$ cat config.mk
export PLATFORM = sky130hd
export DESIGN_NAME = rtcp_feedback_message_parser
export DESIGN_NICKNAME = d
export VERILOG_FILES = /design/src/hdl/rfmp_pkg.sv /design/src/hdl/rtcp_feedback_message_parser.sv /design/src/hdl/rfmp_front.sv /design/src/hdl/rfmp_queue.sv /design/src/hdl/rfmp_back.sv
export SDC_FILE = /design/constraint.sdc
export NUM_CORES = 1
export LEC_CHECK = 0
export ABC_AREA = 1
export BUFFER_PORTS_ARGS = -buffer_cell sky130_fd_sc_hd__clkbuf_2
export CAP_MARGIN = 20
export CORE_MARGIN = 2
export CORE_UTILIZATION = 40
export DETAILED_ROUTE_END_ITERATION = 12
export PLACE_DENSITY = 0.6
export SLEW_MARGIN = 20
export SYNTH_ARGS = -nofsm -noshare
export SYNTH_HDL_FRONTEND = slang
export SYNTH_HIERARCHICAL = 1
export SYNTH_SLANG_ARGS = --single-unit
$ cat constraint.sdc
create_clock -name clk -period 19 [get_ports clk]
set_input_delay 0 -clock clk [delete_from_list [all_inputs] [get_ports clk]]
set_output_delay 0 -clock clk [all_outputs]
set_load 0.02 [all_outputs]
$ cat src/hdl/rfmp_pkg.sv
package rfmp_pkg;

  localparam logic [7:0] PT_RTPFB = 8'd205;
  localparam logic [7:0] PT_PSFB  = 8'd206;

  localparam logic [4:0] FMT_NACK = 5'd1;
  localparam logic [4:0] FMT_PLI  = 5'd1;
  localparam logic [4:0] FMT_SLI  = 5'd2;
  localparam logic [4:0] FMT_RPSI = 5'd3;

  localparam logic [2:0] KIND_UNKNOWN = 3'd0;
  localparam logic [2:0] KIND_NACK    = 3'd1;
  localparam logic [2:0] KIND_PLI     = 3'd2;
  localparam logic [2:0] KIND_SLI     = 3'd3;
  localparam logic [2:0] KIND_RPSI    = 3'd4;

  localparam logic [1:0] ST_OK        = 2'd0;
  localparam logic [1:0] ST_NOT_FB    = 2'd1;
  localparam logic [1:0] ST_TOO_SMALL = 2'd2;
  localparam logic [1:0] ST_TOO_BIG   = 2'd3;

  // work codes passed from front to back
  localparam logic [1:0] OP_DIRECT = 2'd0;
  localparam logic [1:0] OP_NACK   = 2'd1;
  localparam logic [1:0] OP_SLI    = 2'd2;
  localparam logic [1:0] OP_RPSI   = 2'd3;

  localparam logic [15:0] MAX_ENTRIES_RESET = 16'd64;

  typedef struct packed {
    logic [1:0]  op;
    logic [2:0]  kind;
    logic [1:0]  status;
    logic [15:0] cnt;
    logic        last;
    logic [31:0] word;
    logic [17:0] rpsi_bytes;
  } cmd_t;

endpackage

$ cat src/hdl/rtcp_feedback_message_parser.sv
// Path: a word that causes a result is written to the command queue at its
//   transfer edge and is then loaded into the output register once that register
//   is empty or its result is taken, and the result transfers out on result_ready.
// Throughput: one word per cycle; the header classifier and the field decode
//   each sit between two registers, so nothing iterates. Words stall only when
//   the queue holds QUEUE_DEPTH commands behind a result that is not taken.
// Reset (rst, synchronous): parser idle, queue empty, no result pending,
//   max_entries back to 64.
module rtcp_feedback_message_parser #(
  parameter int QUEUE_DEPTH = 2  // 2 or more
) (
  input  logic        clk,
  input  logic        rst,
  // configuration: max_entries
  input  logic        cfg_write,
  input  logic [15:0] cfg_data,
  // packet words
  input  logic        word_valid,
  output logic        word_ready,
  input  logic [31:0] packet_word,
  input  logic        is_first,
  input  logic [15:0] buffer_bytes,
  // results
  output logic        result_valid,
  input  logic        result_ready,
  output logic [2:0]  kind,
  output logic [1:0]  status,
  output logic [15:0] entry_count,
  output logic [15:0] nack_pid,
  output logic [15:0] nack_blp,
  output logic [12:0] sli_first,
  output logic [12:0] sli_number,
  output logic [5:0]  sli_picture_id,
  output logic [6:0]  rpsi_payload_type,
  output logic [20:0] rpsi_bit_length,
  output logic        is_last
);
  import rfmp_pkg::*;

  logic [15:0] max_entries;

  logic accept;
  logic push, full;
  logic q_valid, q_pop;
  logic q_pop_ready;
  cmd_t push_cmd, head;

  always_ff @(posedge clk) begin
    if (rst) begin
      max_entries <= MAX_ENTRIES_RESET;
    end else if (cfg_write) begin
      max_entries <= cfg_data;
    end
  end

  // The front takes a word whenever the queue has room; a transfer that
  // yields no result (SSRC skip, idle words, passed RPSI header) never
  // writes the queue.
  assign word_ready = !full;
  assign accept     = word_valid && word_ready;

  // Front: header classification, size checks, SSRC skip and entry count.
  rfmp_front u_front (
    .clk          (clk),
    .rst          (rst),
    .accept       (accept),
    .packet_word  (packet_word),
    .is_first     (is_first),
    .buffer_bytes (buffer_bytes),
    .max_entries  (max_entries),
    .push         (push),
    .cmd          (push_cmd)
  );

  // Short queue decouples classification from result delivery.
  rfmp_queue #(
    .DEPTH (QUEUE_DEPTH)
  ) u_queue (
    .clk       (clk),
    .rst       (rst),
    .push      (push),
    .push_cmd  (push_cmd),
    .full      (full),
    .pop       (q_pop),
    .not_empty (q_valid),
    .head      (head)
  );

  // Back: NACK/SLI field split, RPSI padding checks and bit length,
  // output register.
  rfmp_back u_back (
    .clk               (clk),
    .rst               (rst),
    .cmd_valid         (q_valid),
    .cmd               (head),
    .cmd_ready         (q_pop_ready),
    .result_valid      (result_valid),
    .result_ready      (result_ready),
    .kind              (kind),
    .status            (status),
    .entry_count       (entry_count),
    .nack_pid          (nack_pid),
    .nack_blp          (nack_blp),
    .sli_first         (sli_first),
    .sli_number        (sli_number),
    .sli_picture_id    (sli_picture_id),
    .rpsi_payload_type (rpsi_payload_type),
    .rpsi_bit_length   (rpsi_bit_length),
    .is_last           (is_last)
  );

  assign q_pop = q_valid && q_pop_ready;

endmodule

$ cat src/hdl/rfmp_front.sv
module rfmp_front (
  input  logic          clk,
  input  logic          rst,
  input  logic          accept,
  input  logic [31:0]   packet_word,
  input  logic          is_first,
  input  logic [15:0]   buffer_bytes,
  input  logic [15:0]   max_entries,
  output logic          push,
  output rfmp_pkg::cmd_t cmd
);
  import rfmp_pkg::*;

  localparam logic [2:0] PH_IDLE      = 3'd0;
  localparam logic [2:0] PH_SKIP_NACK = 3'd1;
  localparam logic [2:0] PH_SKIP_SLI  = 3'd2;
  localparam logic [2:0] PH_SKIP_RPSI = 3'd3;
  localparam logic [2:0] PH_NACK      = 3'd4;
  localparam logic [2:0] PH_SLI       = 3'd5;
  localparam logic [2:0] PH_RPSI      = 3'd6;

  logic [2:0]  phase, phase_next;
  logic [1:0]  ssrc_left, ssrc_left_next;
  logic [15:0] entries_left, entries_left_next;
  logic [15:0] entry_total, entry_total_next;
  logic [17:0] rpsi_bytes, rpsi_bytes_next;

  logic [4:0]  fmt;
  logic [7:0]  pt;
  logic [15:0] len, len_m2, n, et;
  logic [2:0]  hdr_kind;
  logic [18:0] need_list, need_rpsi, buf19;
  logic [1:0]  ssrc_dec;
  logic [15:0] entries_dec;

  assign fmt    = packet_word[28:24];
  assign pt     = packet_word[23:16];
  assign len    = packet_word[15:0];
  assign len_m2 = len - 16'd2;
  assign n      = (len > 16'd2) ? len_m2 : 16'd0;
  assign et     = (n < max_entries) ? n : max_entries;
  assign buf19  = {3'b000, buffer_bytes};
  // (n+3)*4 and (len-2)*4+12 == len*4+4
  assign need_list = {1'b0, n, 2'b00} + 19'd12;
  assign need_rpsi = {1'b0, len, 2'b00} + 19'd4;
  assign ssrc_dec    = (ssrc_left != 2'd0) ? ssrc_left - 2'd1 : 2'd0;
  assign entries_dec = (entries_left != 16'd0) ? entries_left - 16'd1 : 16'd0;

  always_comb begin
    if (pt == PT_RTPFB && fmt == FMT_NACK) hdr_kind = KIND_NACK;
    else if (pt == PT_PSFB && fmt == FMT_PLI) hdr_kind = KIND_PLI;
    else if (pt == PT_PSFB && fmt == FMT_SLI) hdr_kind = KIND_SLI;
    else if (pt == PT_PSFB && fmt == FMT_RPSI) hdr_kind = KIND_RPSI;
    else hdr_kind = KIND_UNKNOWN;
  end

  always_comb begin
    phase_next        = phase;
    ssrc_left_next    = ssrc_left;
    entries_left_next = entries_left;
    entry_total_next  = entry_total;
    rpsi_bytes_next   = rpsi_bytes;
    push              = 1'b0;
    cmd               = '0;
    cmd.op            = OP_DIRECT;
    cmd.word          = packet_word;
    cmd.last          = 1'b1;
    if (accept) begin
      if (is_first) begin
        phase_next        = PH_IDLE;
        ssrc_left_next    = 2'd0;
        entries_left_next = 16'd0;
        entry_total_next  = 16'd0;
        rpsi_bytes_next   = 18'd0;
        cmd.kind          = hdr_kind;
        if (buffer_bytes < 16'd12) begin
          push       = 1'b1;
          cmd.status = ST_TOO_SMALL;
        end else if (hdr_kind == KIND_UNKNOWN) begin
          push       = 1'b1;
          cmd.status = ST_NOT_FB;
        end else if (hdr_kind == KIND_PLI) begin
          push       = 1'b1;
          cmd.status = ST_OK;
        end else if (hdr_kind == KIND_RPSI) begin
          if (len < 16'd3 || buf19 < need_rpsi) begin
            push       = 1'b1;
            cmd.status = ST_TOO_SMALL;
          end else begin
            phase_next      = PH_SKIP_RPSI;
            ssrc_left_next  = 2'd2;
            rpsi_bytes_next = {len_m2, 2'b00};
          end
        end else if (buf19 < need_list) begin
          push       = 1'b1;
          cmd.status = ST_TOO_SMALL;
        end else begin
          push              = 1'b1;
          cmd.status        = ST_OK;
          cmd.cnt           = et;
          entry_total_next  = et;
          entries_left_next = et;
          if (et != 16'd0) begin
            cmd.last       = 1'b0;
            ssrc_left_next = 2'd2;
            phase_next     = (hdr_kind == KIND_NACK) ? PH_SKIP_NACK : PH_SKIP_SLI;
          end
        end
      end else begin
        unique case (phase)
          PH_SKIP_NACK, PH_SKIP_SLI, PH_SKIP_RPSI: begin
            ssrc_left_next = ssrc_dec;
            if (ssrc_dec == 2'd0) begin
              phase_next = phase + 3'd3;
            end
          end
          PH_NACK, PH_SLI: begin
            entries_left_next = entries_dec;
            push              = 1'b1;
            cmd.op            = (phase == PH_NACK) ? OP_NACK : OP_SLI;
            cmd.kind          = (phase == PH_NACK) ? KIND_NACK : KIND_SLI;
            cmd.status        = ST_OK;
            cmd.cnt           = entry_total;
            cmd.last          = (entries_dec == 16'd0);
            if (entries_dec == 16'd0) begin
              phase_next = PH_IDLE;
            end
          end
          PH_RPSI: begin
            phase_next     = PH_IDLE;
            push           = 1'b1;
            cmd.op         = OP_RPSI;
            cmd.kind       = KIND_RPSI;
            cmd.rpsi_bytes = rpsi_bytes;
          end
          default: begin
            phase_next = PH_IDLE;
          end
        endcase
      end
    end
  end

  always_ff @(posedge clk) begin
    if (rst) begin
      phase        <= PH_IDLE;
      ssrc_left    <= 2'd0;
      entries_left <= 16'd0;
      entry_total  <= 16'd0;
      rpsi_bytes   <= 18'd0;
    end else begin
      phase        <= phase_next;
      ssrc_left    <= ssrc_left_next;
      entries_left <= entries_left_next;
      entry_total  <= entry_total_next;
      rpsi_bytes   <= rpsi_bytes_next;
    end
  end

  // skip phases always have an SSRC word pending
  a_skip_pending: assert property (@(posedge clk) disable iff (rst)
    (phase == PH_SKIP_NACK || phase == PH_SKIP_SLI || phase == PH_SKIP_RPSI)
      |-> ssrc_left != 2'd0)
    else $error("skip phase with no SSRC word left");

  // entry phases always have at least one entry to emit
  a_entries_pending: assert property (@(posedge clk) disable iff (rst)
    (phase == PH_NACK || phase == PH_SLI) |-> entries_left != 16'd0)
    else $error("entry phase with no entry left");

  a_count_bound: assert property (@(posedge clk) disable iff (rst)
    entries_left <= entry_total)
    else $error("entries left exceeds announced total");

endmodule

$ cat src/hdl/rfmp_queue.sv
module rfmp_queue #(
  parameter int DEPTH = 2
) (
  input  logic           clk,
  input  logic           rst,
  input  logic           push,
  input  rfmp_pkg::cmd_t push_cmd,
  output logic           full,
  input  logic           pop,
  output logic           not_empty,
  output rfmp_pkg::cmd_t head
);
  import rfmp_pkg::*;

  localparam int AW = (DEPTH > 1) ? $clog2(DEPTH) : 1;
  localparam int CW = $clog2(DEPTH + 1);

  cmd_t          mem [DEPTH];
  logic [AW-1:0] wr_ptr, rd_ptr;
  logic [CW-1:0] count;

  assign full      = (count == CW'(DEPTH));
  assign not_empty = (count != '0);
  assign head      = mem[rd_ptr];

  always_ff @(posedge clk) begin
    if (push) begin
      mem[wr_ptr] <= push_cmd;
    end
  end

  always_ff @(posedge clk) begin
    if (rst) begin
      wr_ptr <= '0;
      rd_ptr <= '0;
      count  <= '0;
    end else begin
      if (push) begin
        wr_ptr <= (wr_ptr == AW'(DEPTH - 1)) ? '0 : wr_ptr + AW'(1);
      end
      if (pop) begin
        rd_ptr <= (rd_ptr == AW'(DEPTH - 1)) ? '0 : rd_ptr + AW'(1);
      end
      if (push && !pop) begin
        count <= count + CW'(1);
      end else if (pop && !push) begin
        count <= count - CW'(1);
      end
    end
  end

  a_no_overflow: assert property (@(posedge clk) disable iff (rst)
    !(push && full))
    else $error("queue overflow");

  a_no_underflow: assert property (@(posedge clk) disable iff (rst)
    !(pop && !not_empty))
    else $error("queue underflow");

  a_count_range: assert property (@(posedge clk) disable iff (rst)
    count <= CW'(DEPTH))
    else $error("queue count out of range");

endmodule

$ cat src/hdl/rfmp_back.sv
module rfmp_back (
  input  logic           clk,
  input  logic           rst,
  input  logic           cmd_valid,
  input  rfmp_pkg::cmd_t cmd,
  output logic           cmd_ready,
  output logic           result_valid,
  input  logic           result_ready,
  output logic [2:0]     kind,
  output logic [1:0]     status,
  output logic [15:0]    entry_count,
  output logic [15:0]    nack_pid,
  output logic [15:0]    nack_blp,
  output logic [12:0]    sli_first,
  output logic [12:0]    sli_number,
  output logic [5:0]     sli_picture_id,
  output logic [6:0]     rpsi_payload_type,
  output logic [20:0]    rpsi_bit_length,
  output logic           is_last
);
  import rfmp_pkg::*;

  logic        load;
  logic [7:0]  pad;
  logic [20:0] bits;
  logic [21:0] min_bits;

  logic [1:0]  status_next;
  logic [15:0] pid_next, blp_next;
  logic [12:0] first_next, number_next;
  logic [5:0]  pic_next;
  logic [6:0]  rpt_next;
  logic [20:0] rlen_next;

  assign cmd_ready = !result_valid || result_ready;
  assign load      = cmd_valid && cmd_ready;
  assign pad       = cmd.word[31:24];
  assign bits      = {cmd.rpsi_bytes, 3'b000};
  assign min_bits  = 22'd16 + {14'd0, pad};

  always_comb begin
    status_next = cmd.status;
    pid_next    = '0;
    blp_next    = '0;
    first_next  = '0;
    number_next = '0;
    pic_next    = '0;
    rpt_next    = '0;
    rlen_next   = '0;
    case (cmd.op)
      OP_NACK: begin
        pid_next = cmd.word[31:16];
        blp_next = cmd.word[15:0];
      end
      OP_SLI: begin
        first_next  = cmd.word[31:19];
        number_next = cmd.word[18:6];
        pic_next    = cmd.word[5:0];
      end
      OP_RPSI: begin
        if (pad >= 8'd32) begin
          status_next = ST_TOO_BIG;
        end else if ({1'b0, bits} < min_bits) begin
          status_next = ST_TOO_SMALL;
        end else begin
          status_next = ST_OK;
          rpt_next    = cmd.word[22:16];
          rlen_next   = bits - min_bits[20:0];
        end
      end
      default: begin
      end
    endcase
  end

  always_ff @(posedge clk) begin
    if (rst) begin
      result_valid <= 1'b0;
    end else if (cmd_ready) begin
      result_valid <= cmd_valid;
    end
  end

  always_ff @(posedge clk) begin
    if (load) begin
      kind              <= cmd.kind;
      status            <= status_next;
      entry_count       <= cmd.cnt;
      is_last           <= cmd.last;
      nack_pid          <= pid_next;
      nack_blp          <= blp_next;
      sli_first         <= first_next;
      sli_number        <= number_next;
      sli_picture_id    <= pic_next;
      rpsi_payload_type <= rpt_next;
      rpsi_bit_length   <= rlen_next;
    end
  end

endmodule
==> results of run 1 <==
path summary, 6_finish.rpt:
path | start | to
hold / removal | word_valid | u_front/entry_total[0]
setup / recovery | packet_word[1] | u_queue/mem[0][30]
hold reg to reg | u_front/entry_total[0] | u_front/entry_total[0]
setup reg to reg | u_queue/count[1] | u_queue/mem[0][30]
critical path: cells and delay by family:
kind,cells,cell delay [ps]
xor gates and xnor gates,1,160
buffers and inverters,6,1850
adders and majority gates,2,550
and+or+nand+nor,14,1700
AOI/OAI and AO/OA,2,1060
state kept, by name (all words and copies together) (netlist names), 13 cells and up, named ones only:
register,flops
u_back/sli_number,13
u_back/nack_pid,16
u_front/entries_left,16
u_back/nack_blp,16
max_entries,16
u_front/rpsi_bytes,16
u_back/sli_first,13
u_front/entry_total,16
u_back/entry_count,16
u_queue/mem,148
u_back/rpsi_bit_length,21
power groups by stage:
stage / logic [uW] / clock network (uW) / registers [uW]
after floorplan: 487 / 0 / 1270
after global placement: 887 / 0 / 1100
after detailed placement: 899 / 0 / 1100
after CTS: 910 / 730 / 1090
after global routing: 987 / 760 / 1110
final: 900 / 708 / 1090
cell usage in the layout, fill, tap and decap left out, drive strengths merged:
master	instances
a211oi	5
a21o	1
a21oi	96
a221oi	1
a31oi	9
a41oi	2
and2	4
and3	1
buf	9
bufinv	1
clkbuf	230
clkinv	21
clkinvlp	2
conb	2
dfxtp	75
dlygate4sd3	50
edfxtp	262
ha	63
inv	214
mux2	74
nand2	343
nand3	102
nand3b	4
nand4	22
nor2	259
nor3	29
nor3b	1
nor4	6
o2111ai	1
o21a	1
o21ai	29
o21bai	1
o221a	1
o221ai	1
o22ai	1
o31ai	5
or2	4
xnor2	15
xor2	40
routing by layer:
layer / vias to the layer above / GRT usage
met4: 0 / 0.0625
met2: 317 / 0.309
met3: 72 / 0.0321
met5: - / 0
li1: 6223 / -
met1: 5889 / 0.234
cell families (layout without fill, tap and decap cells):
group           Yosys count  count (layout)  synth area share
buf+inv                 301             527            0.0800
fa+ha+maj                63              63            0.0451
compound gates          154             154            0.0501
simple gates            775             775             0.201
mux                      74              74            0.0605
flops                   337             337             0.536
xor+xnor                 55              55            0.0280
other cells               1               2          0.000214
final cells by class:
cell class | instances | area share
clock buffer | 47 | 0.0519
clock inverter | 24 | 0.00799
inverter | 214 | 0.0396
multi-input combinational | 1123 | 0.331
sequential | 337 | 0.460
tap | 585 | 0.0359
timing repair buffer | 242 | 0.0729
what timing repair did:
| action | CTS | global route |
|---|---|---|
| endpoints found under the hold margin | 95 | 0 |
| hold buffers | 50 | 0 |
| setup endpoints to repair | 0 | 0 |
through the flow:
| stage | cells | instance area [um2] | total power (uW) | hold slack [ps] |
|---|---|---|---|---|
| 3_5_place_dp | 2451 | 18600 | 2000 | 193 |
| 3_3_place_gp | 2451 | 18600 | 1990 | 192 |
| 4_1_cts | 2572 | 20400 | 2730 | 11.2 |
| 6_report | 2572 | 20400 | 2690 | 50.9 |
| 5_1_grt | 2572 | 20400 | 2850 | 88.6 |
| 2_1_floorplan | 1761 | 17500 | 1760 | 69.1 |
==> results.cfg, run 1 <==
[outcome]
status = finished, final reports clean

[drt]
num_vias = 12500
route.met3.wl_um = 2000
via_per_inst = 4.86
first_pass_iters = 5
routed.top_layer = met4
wl_met2_um = 19900
routed_wl_um = 41200
drc = 0
drt-wirelength-per-cell_um = 16.0
drt_iter0_markers = 841
ant_nets = 0
met1_length_um = 18300

[synth]
synth_edf_count = 262
yosysSeqAreaShare = 0.536
ys_async_sr_fraction = 0
synth.largest_area_cell = edfxtp_1
synth_area_per_cell_um2 = 9.94
synthTopCellsByArea = edfxtp_1 (45%), dfxtp_1 (8.6%), nand2_1 (7.0%)
synth.most_common_cell = nand2_1
netlist.area_leader.share = 0.450
yosysUniqueCellTypes = 58
synth_common_cells = nand2_1 (328), edfxtp_1 (262), nor2_1 (225)
ys_ff_latch = 337
syn_area_um2 = 17500
yosysWarningCount = 6
syn_inst = 1760
ys.flop_type = edfxtp_1

[hold_path]
hold_class = in -> reg
holdPathStages = 5

[power_and_ir_drop]
clockPowerShare = 0.263
vdd_drop_max_mv = 0.0804
seq_power_share = 0.403
switchingPower_uw = 970
leakage_uw = 0.00859
switching_share = 0.360
intPower_uw = 1720
p_per_area_nw_per_um2 = 132
comb_power_share = 0.334

[place]
portBuffers = 183
place.detailed.hpwl_um = 29400
gp_congestion = 0.947
pre_cts_slack_ps = 13770

[clock_network]
post_cts.repair.setup_buffers = 0
cts_resized = 0
htreeDepth = 2
cts_sinks = 337
clockRootBuffer = clkbuf_16
tritoncts = built
clk_pin_slew_ps = 60
cts_buffers = 39
clock_path_buffers = 3
clk_latency_ps = 560

[floorplan]
ios = 186
die-area_um2 = 45400
start_util = 0.406
die_h_um = 213
die_w_um = 213
coreArea_um2 = 43100
rows = 76

[sta]
tightest_slew_ps = 1120
drv_slew = 0
final-hold-violation-count = 0
fin_crit_sh = 0.278
fmax_ghz = 0.189
slew_headroom = 0.249
setup_violations = 0
skew_ps = 24.4
finalCriticalPeriod_ps = 5280
timing.final.ws_setup_ps = 13720
rsz0062_at_grt = false
tns_ps = 0

[critical_path]
critPathKind = in -> reg
endpoint_kind = register
r2r_cells = 8
r2r_slack_ps = 14360
cp-start-kind = input pin
worst-path-max-fanout = 67
arrival_ps = 5430
required_ps = 19160
path_common_cell = nand2_1
slowest_delay_ps = 890
critPathSlowestCell = a221oi_1

[global_routing]
grt_pass1_vias = 12200
overflow = 0
grt_pass1_wl_um = 64200
antenna_found_initial = 0
grt_max_degree = 72
grt_use_total = 0.182

[final_layout]
fill_cells = 3997
final_util = 0.473
multiInputGateArea_um2 = 6750
antennaDiodeCount = 0
drive_above_1_share = 0.209
final_net_count = 2090
regArea_um2 = 9370
synthToLayoutAreaGrowth_pct = 16.4

[job]
maxCapViolations = 0
Note: power is estimated with default switching activity, not from simulation.
==> run 2: changes to the inputs <==
- clock period: 19 -> 5.3 ns (I/O delays scaled with it)
==> run 2 against run 1 <==
- non-clock buffer count up 8
- total power grew to 3.7 times the previous value
- worst hold slack gained 7.4 ps
- largest power group unchanged
- combinational power grew to 3.6 times the previous value
- sequential power grew to 3.6 times the previous value
- cell area is 1.2% higher
- clock power increased to 4.0 times the previous value
- clock skew is 1.3 ps higher
- core utilization increased by 0.58 points
- via count is 0.12% higher
- wire length grew 0.13%
==> results.cfg, run 2 (synthesis results as in run 1) <==
[outcome]
status = finished, final reports clean

[clock_network]
clock_path_buffers = 3
clk_latency_ps = 560
clk_pin_slew_ps = 60
cts_sinks = 337
cts_buffers = 39
tritoncts = built
cts_resized = 0
htreeDepth = 2
clockRootBuffer = clkbuf_16

[sta]
fmax_ghz = 0.217
drv_slew = 0
tightest_slew_ps = 864
rsz0062_at_grt = false
skew_ps = 25.7
tns_ps = 0
timing.final.ws_setup_ps = 692
final-hold-violation-count = 0
setup_violations = 0
finalCriticalPeriod_ps = 4610
fin_crit_sh = 0.869
slew_headroom = 0.424
finalHoldWorstSlack_ps = 58.3

[power_and_ir_drop]
p_per_area_nw_per_um2 = 482
vdd_drop_max_mv = 0.572
totalPowerFinal_uw = 9940
leakage_uw = 0.00869

[global_routing]
grt_pass1_wl_um = 65400
grt_pass1_vias = 12300
grt_max_degree = 115
overflow = 0
antenna_found_initial = 0
grt_use_total = 0.185

[final_layout]
largest_reg_flops = 148
multiInputGateArea_um2 = 6750
antennaDiodeCount = 0
drive_above_1_share = 0.213
regArea_um2 = 9370
fill_cells = 3955
largest_register = u_queue/mem
final_cell_mix = nand2_1 (328), edfxtp_1 (262), nor2_1 (223)
final_common_cell = nand2_1
final_net_count = 2098
synthToLayoutAreaGrowth_pct = 17.8
reg.largest.list = u_queue/mem x148, u_back/rpsi_bit_length x21
final_util = 0.479

[drt]
drc = 0
drt_iter0_markers = 845
routed_wl_um = 41300
drt-wirelength-per-cell_um = 16.0
ant_nets = 0
num_vias = 12500
first_pass_iters = 8
via_per_inst = 4.85

[floorplan]
rows = 76
start_util = 0.406
die-area_um2 = 45400
die_w_um = 213
coreArea_um2 = 43100
ios = 186
die_h_um = 213

[critical_path]
required_ps = 5670
cp-start-kind = input pin
slowest_delay_ps = 530
critPathKind = in -> reg
path_common_cell = nand2_1
endpoint_kind = register
arrival_ps = 4980
path_buf_inv = 7
cp_top_family = simple AND/OR/NAND/NOR gates
worst-path-max-fanout = 15
critPathSlowestCell = dlygate4sd3_1

[place]
place.detailed.hpwl_um = 29600
portBuffers = 183
gp_congestion = 0.926
pre_cts_slack_ps = 738

[job]
maxCapViolations = 0

[hold_path]
hold_class = in -> reg
==> run 2: cell count changes in the layout (fill, tap and decap cells not counted), moves of 2 or more <==
cell           change
clkbuf_8           -3
buf_4              +2
clkbuf_1           -2
bufinv_16          +5
clkinv_2           -4
dlygate4sd3_1      +2
buf_12             +4
==> run 2: report_power, final <==
part           leakage (uW)  total, uW  switching, uW  internal, uW
clock              0.000654       2810           1100          1710
sequential          0.00312       3880            231          3650
combinational       0.00492       3250           2170          1080
total               0.00869       9940           3500          6440
==> run 2: repair_timing <==
action,in CTS,in global routing
hold buffers,52,0
hold endpoints to repair,103,0
buffers inserted,0,0
==> run 2: layer usage <==
layer / routed length, um / vias to the layer above / part of all wire / GRT usage
met5: 0 / - / 0 / 0
met4: 1370 / 0 / 0.033 / 0.0685
met3: 2340 / 86 / 0.057 / 0.0346
met2: 19500 / 332 / 0.47 / 0.312
met1: 18000 / 5864 / 0.44 / 0.235
li1: - / 6234 / - / -
==> run 2: per-stage QoR <==
step	instances	instance area, um2
6_report	2580	20600
5_1_grt	2580	20600
4_1_cts	2580	20600
3_5_place_dp	2457	18700
3_3_place_gp	2457	18700
2_1_floorplan	1761	17500
==> run 2: area by class of cell <==
type | instances | area share
Timing Repair Buffer | 250 | 0.0776
Clock buffer | 43 | 0.0501
Clock inverter | 28 | 0.0155
Inverter | 214 | 0.0391
Multi-Input combinational cell | 1123 | 0.327
Tap cell | 585 | 0.0355
Sequential cell | 337 | 0.455
==> run 2: worst paths after layout <==
| kind | endpoint | cells after the start | slack (ps) | start |
|---|---|---|---|---|
| hold / removal | max_entries[6] | 4 | 60 | cfg_write |
| setup reg to reg | u_back/rpsi_bit_length[14] | 11 | 1990 | register |
| hold reg to reg | u_front/entry_total[11] | 2 | 460 | u_front/entry_total[11] |
| setup / recovery | u_queue/mem[0][51] | 31 | 690 | packet_word[0] |
==> run 2: worst reg2reg max path: stages (launching register included) <==
cell and delay [ps]:
dfxtp_4 650, buf_4 520, mux2_4 360, ha_1 360
nand2_1 100, nand2_1 80, nand2_1 70, nand2_1 90
nor2_4 130, nand3_2 130, nand2_4 400, a21oi_1 130
==> run 3: changes to the inputs <==
- BUFFER_PORTS_ARGS: -buffer_cell sky130_fd_sc_hd__clkbuf_2 -> default
- DONT_BUFFER_PORTS: default -> 1
- PLACE_DENSITY: 0.6 -> 0.56
- clock period: 5.3 -> 4.6 ns (I/O delays scaled with it)
==> run 3 against run 2 <==
- total power is 9.3% higher
- first-iteration DRC count is 12% higher
- worst setup slack worse by 290 ps
- flip-flop and latch count stayed put
- critical path type unchanged
- critical endpoint is now u_queue/mem[0][56]
- largest power group unchanged
==> results.cfg, run 3 (synthesis results as in run 1) <==
[drt]
via_per_inst = 4.99
drt-wirelength-per-cell_um = 17.5
routed_wl_um = 42600
first_pass_iters = 5
ant_nets = 0
drc = 0
drt_iter0_markers = 944
num_vias = 12100

[floorplan]
die-area_um2 = 45400
die_h_um = 213
die_w_um = 213
ios = 186
rows = 76
start_util = 0.406
coreArea_um2 = 43100

[critical_path]
critPathKind = in -> reg
r2r_cells = 12
required_ps = 4980
crit_start = packet_word[7]
worst-path-max-fanout = 7
rr_endpoint = u_back/rpsi_bit_length[9]
arrival_ps = 4580
cp-start-kind = input pin
endpoint_kind = register
worstSetupEndpoint = u_queue/mem[0][56]
r2r_slack_ps = 1350

[job]
maxCapViolations = 0

[clock_network]
clock_path_buffers = 3
htreeDepth = 2
cts_sinks = 337
clk_pin_slew_ps = 60
clockRootBuffer = clkbuf_16
clk_latency_ps = 560
cts_buffers = 38
tritoncts = built

[global_routing]
grt_pass1_wl_um = 66500
overflow = 0
grt_pass1_vias = 11800
antenna_found_initial = 1
grt_use_total = 0.191
grt_max_degree = 90

[hold_path]
holdPathStages = 5
hold_class = in -> reg

[sta]
drv_slew = 0
slew_headroom = 0.320
finalCriticalPeriod_ps = 4200
final-hold-violation-count = 0
fmax_ghz = 0.238
skew_ps = 19.6
setup_violations = 0
fin_crit_sh = 0.912
tns_ps = 0
tightest_slew_ps = 1020
rsz0062_at_grt = false

[power_and_ir_drop]
switchingPower_uw = 3920
comb_power_share = 0.241
clockPowerShare = 0.278
intPower_uw = 6950
p_per_area_nw_per_um2 = 546
leakage_uw = 0.00805
vdd_drop_max_mv = 0.409
seq_power_share = 0.481
switching_share = 0.361
totalPowerFinal_uw = 10900

[final_layout]
final_cells = 2429
reg.largest.list = u_queue/mem x148, u_back/rpsi_bit_length x21
final_common_cell = nand2_1
final_net_count = 1948
drive_above_1_share = 0.138
final_cell_mix = nand2_1 (328), edfxtp_1 (262), nor2_1 (223)
synthToLayoutAreaGrowth_pct = 13.9
antennaDiodeCount = 0
largest_register = u_queue/mem
final_util = 0.462
largest_reg_flops = 148

[place]
gp_congestion = 0.922
place.detailed.hpwl_um = 30000
portBuffers = 0
dpl.cell_count = 2280

[outcome]
status = finished, final reports clean
run 3: changes by cell type in the layout (fill, tap and decap cells not counted), sizes merged:
| cell | change |
|---|---|
| buf | +14 |
| bufinv | -3 |
| clkbuf | -180 |
| clkinv | +2 |
| clkinvlp | -3 |
| dlygate4sd3 | +20 |
| inv | -1 |
run 3: critical path: stages:
cell and delay, ps:
dlygate4sd3_1 620, nor2_1 100, dlygate4sd3_1 550, nand2_1 90, inv_2 80, nand2_1 60
xor2_1 170, dlygate4sd3_1 590, inv_1 120, nand2_1 60, inv_1 70, nand2_2 80
xor2_1 170, ha_1 310, inv_1 50, nor3_1 190, nand2_1 70, nand2_1 60
nand2_1 50, nand2_1 110, nand3_2 130, nor3_4 190, buf_4 180, buf_4 140
nand3_1 90, a21oi_1 240
run 3: cell type report:
class / count / area, um2
timing repair buffer: 101 / 1000
tap: 585 / 732
inverter: 214 / 806
clock inverter: 23 / 233
clock buffer: 46 / 1020
fill: 4039 / 23200
sequential: 337 / 9370
multi-input combinational: 1123 / 6750
run 3: worst min path at each step:
stage,slack (ps),end,startpoint
floorplan,70,u_back/result_valid,rst
global placement,70,register,rst
detailed placement,70,register,rst
CTS,6,u_front/phase[1],packet_word[19]
global route,70,u_front/phase[0],packet_word[19]
finish,40,u_front/phase[1],packet_word[19]
run 3: power by group through the flow:
stage	sequential (uW)	combinational, uW	clock [uW]
2_1_floorplan	5200	2010	0
3_3_place_gp	5320	2510	0
3_5_place_dp	5330	2540	0
4_1_cts	5260	2630	3120
5_1_grt	5320	2940	3240
6_report	5240	2620	3020
run 3: stage by stage:
stage,worst slack (ps),hold slack (ps),area (um2)
floorplan,281,69.1,17500
global placement,544,69.8,17900
detailed placement,496,72.1,17900
CTS,332,5.99,19900
global route,7.49,69.5,19900
finish,403,35.5,19900
run 3: layer usage:
layer	wire length (um)	GRT usage
met5	0	0
met4	1530	0.0769
met3	2200	0.0377
met2	20000	0.314
met1	18900	0.246
run 3: timing repair:
action / in CTS / in global routing
gates resized for setup: 0 / 1
endpoints found under the setup margin: 0 / 30
hold endpoints to repair: 162 / 0
hold buffers: 73 / 0
buffers inserted: 0 / 7
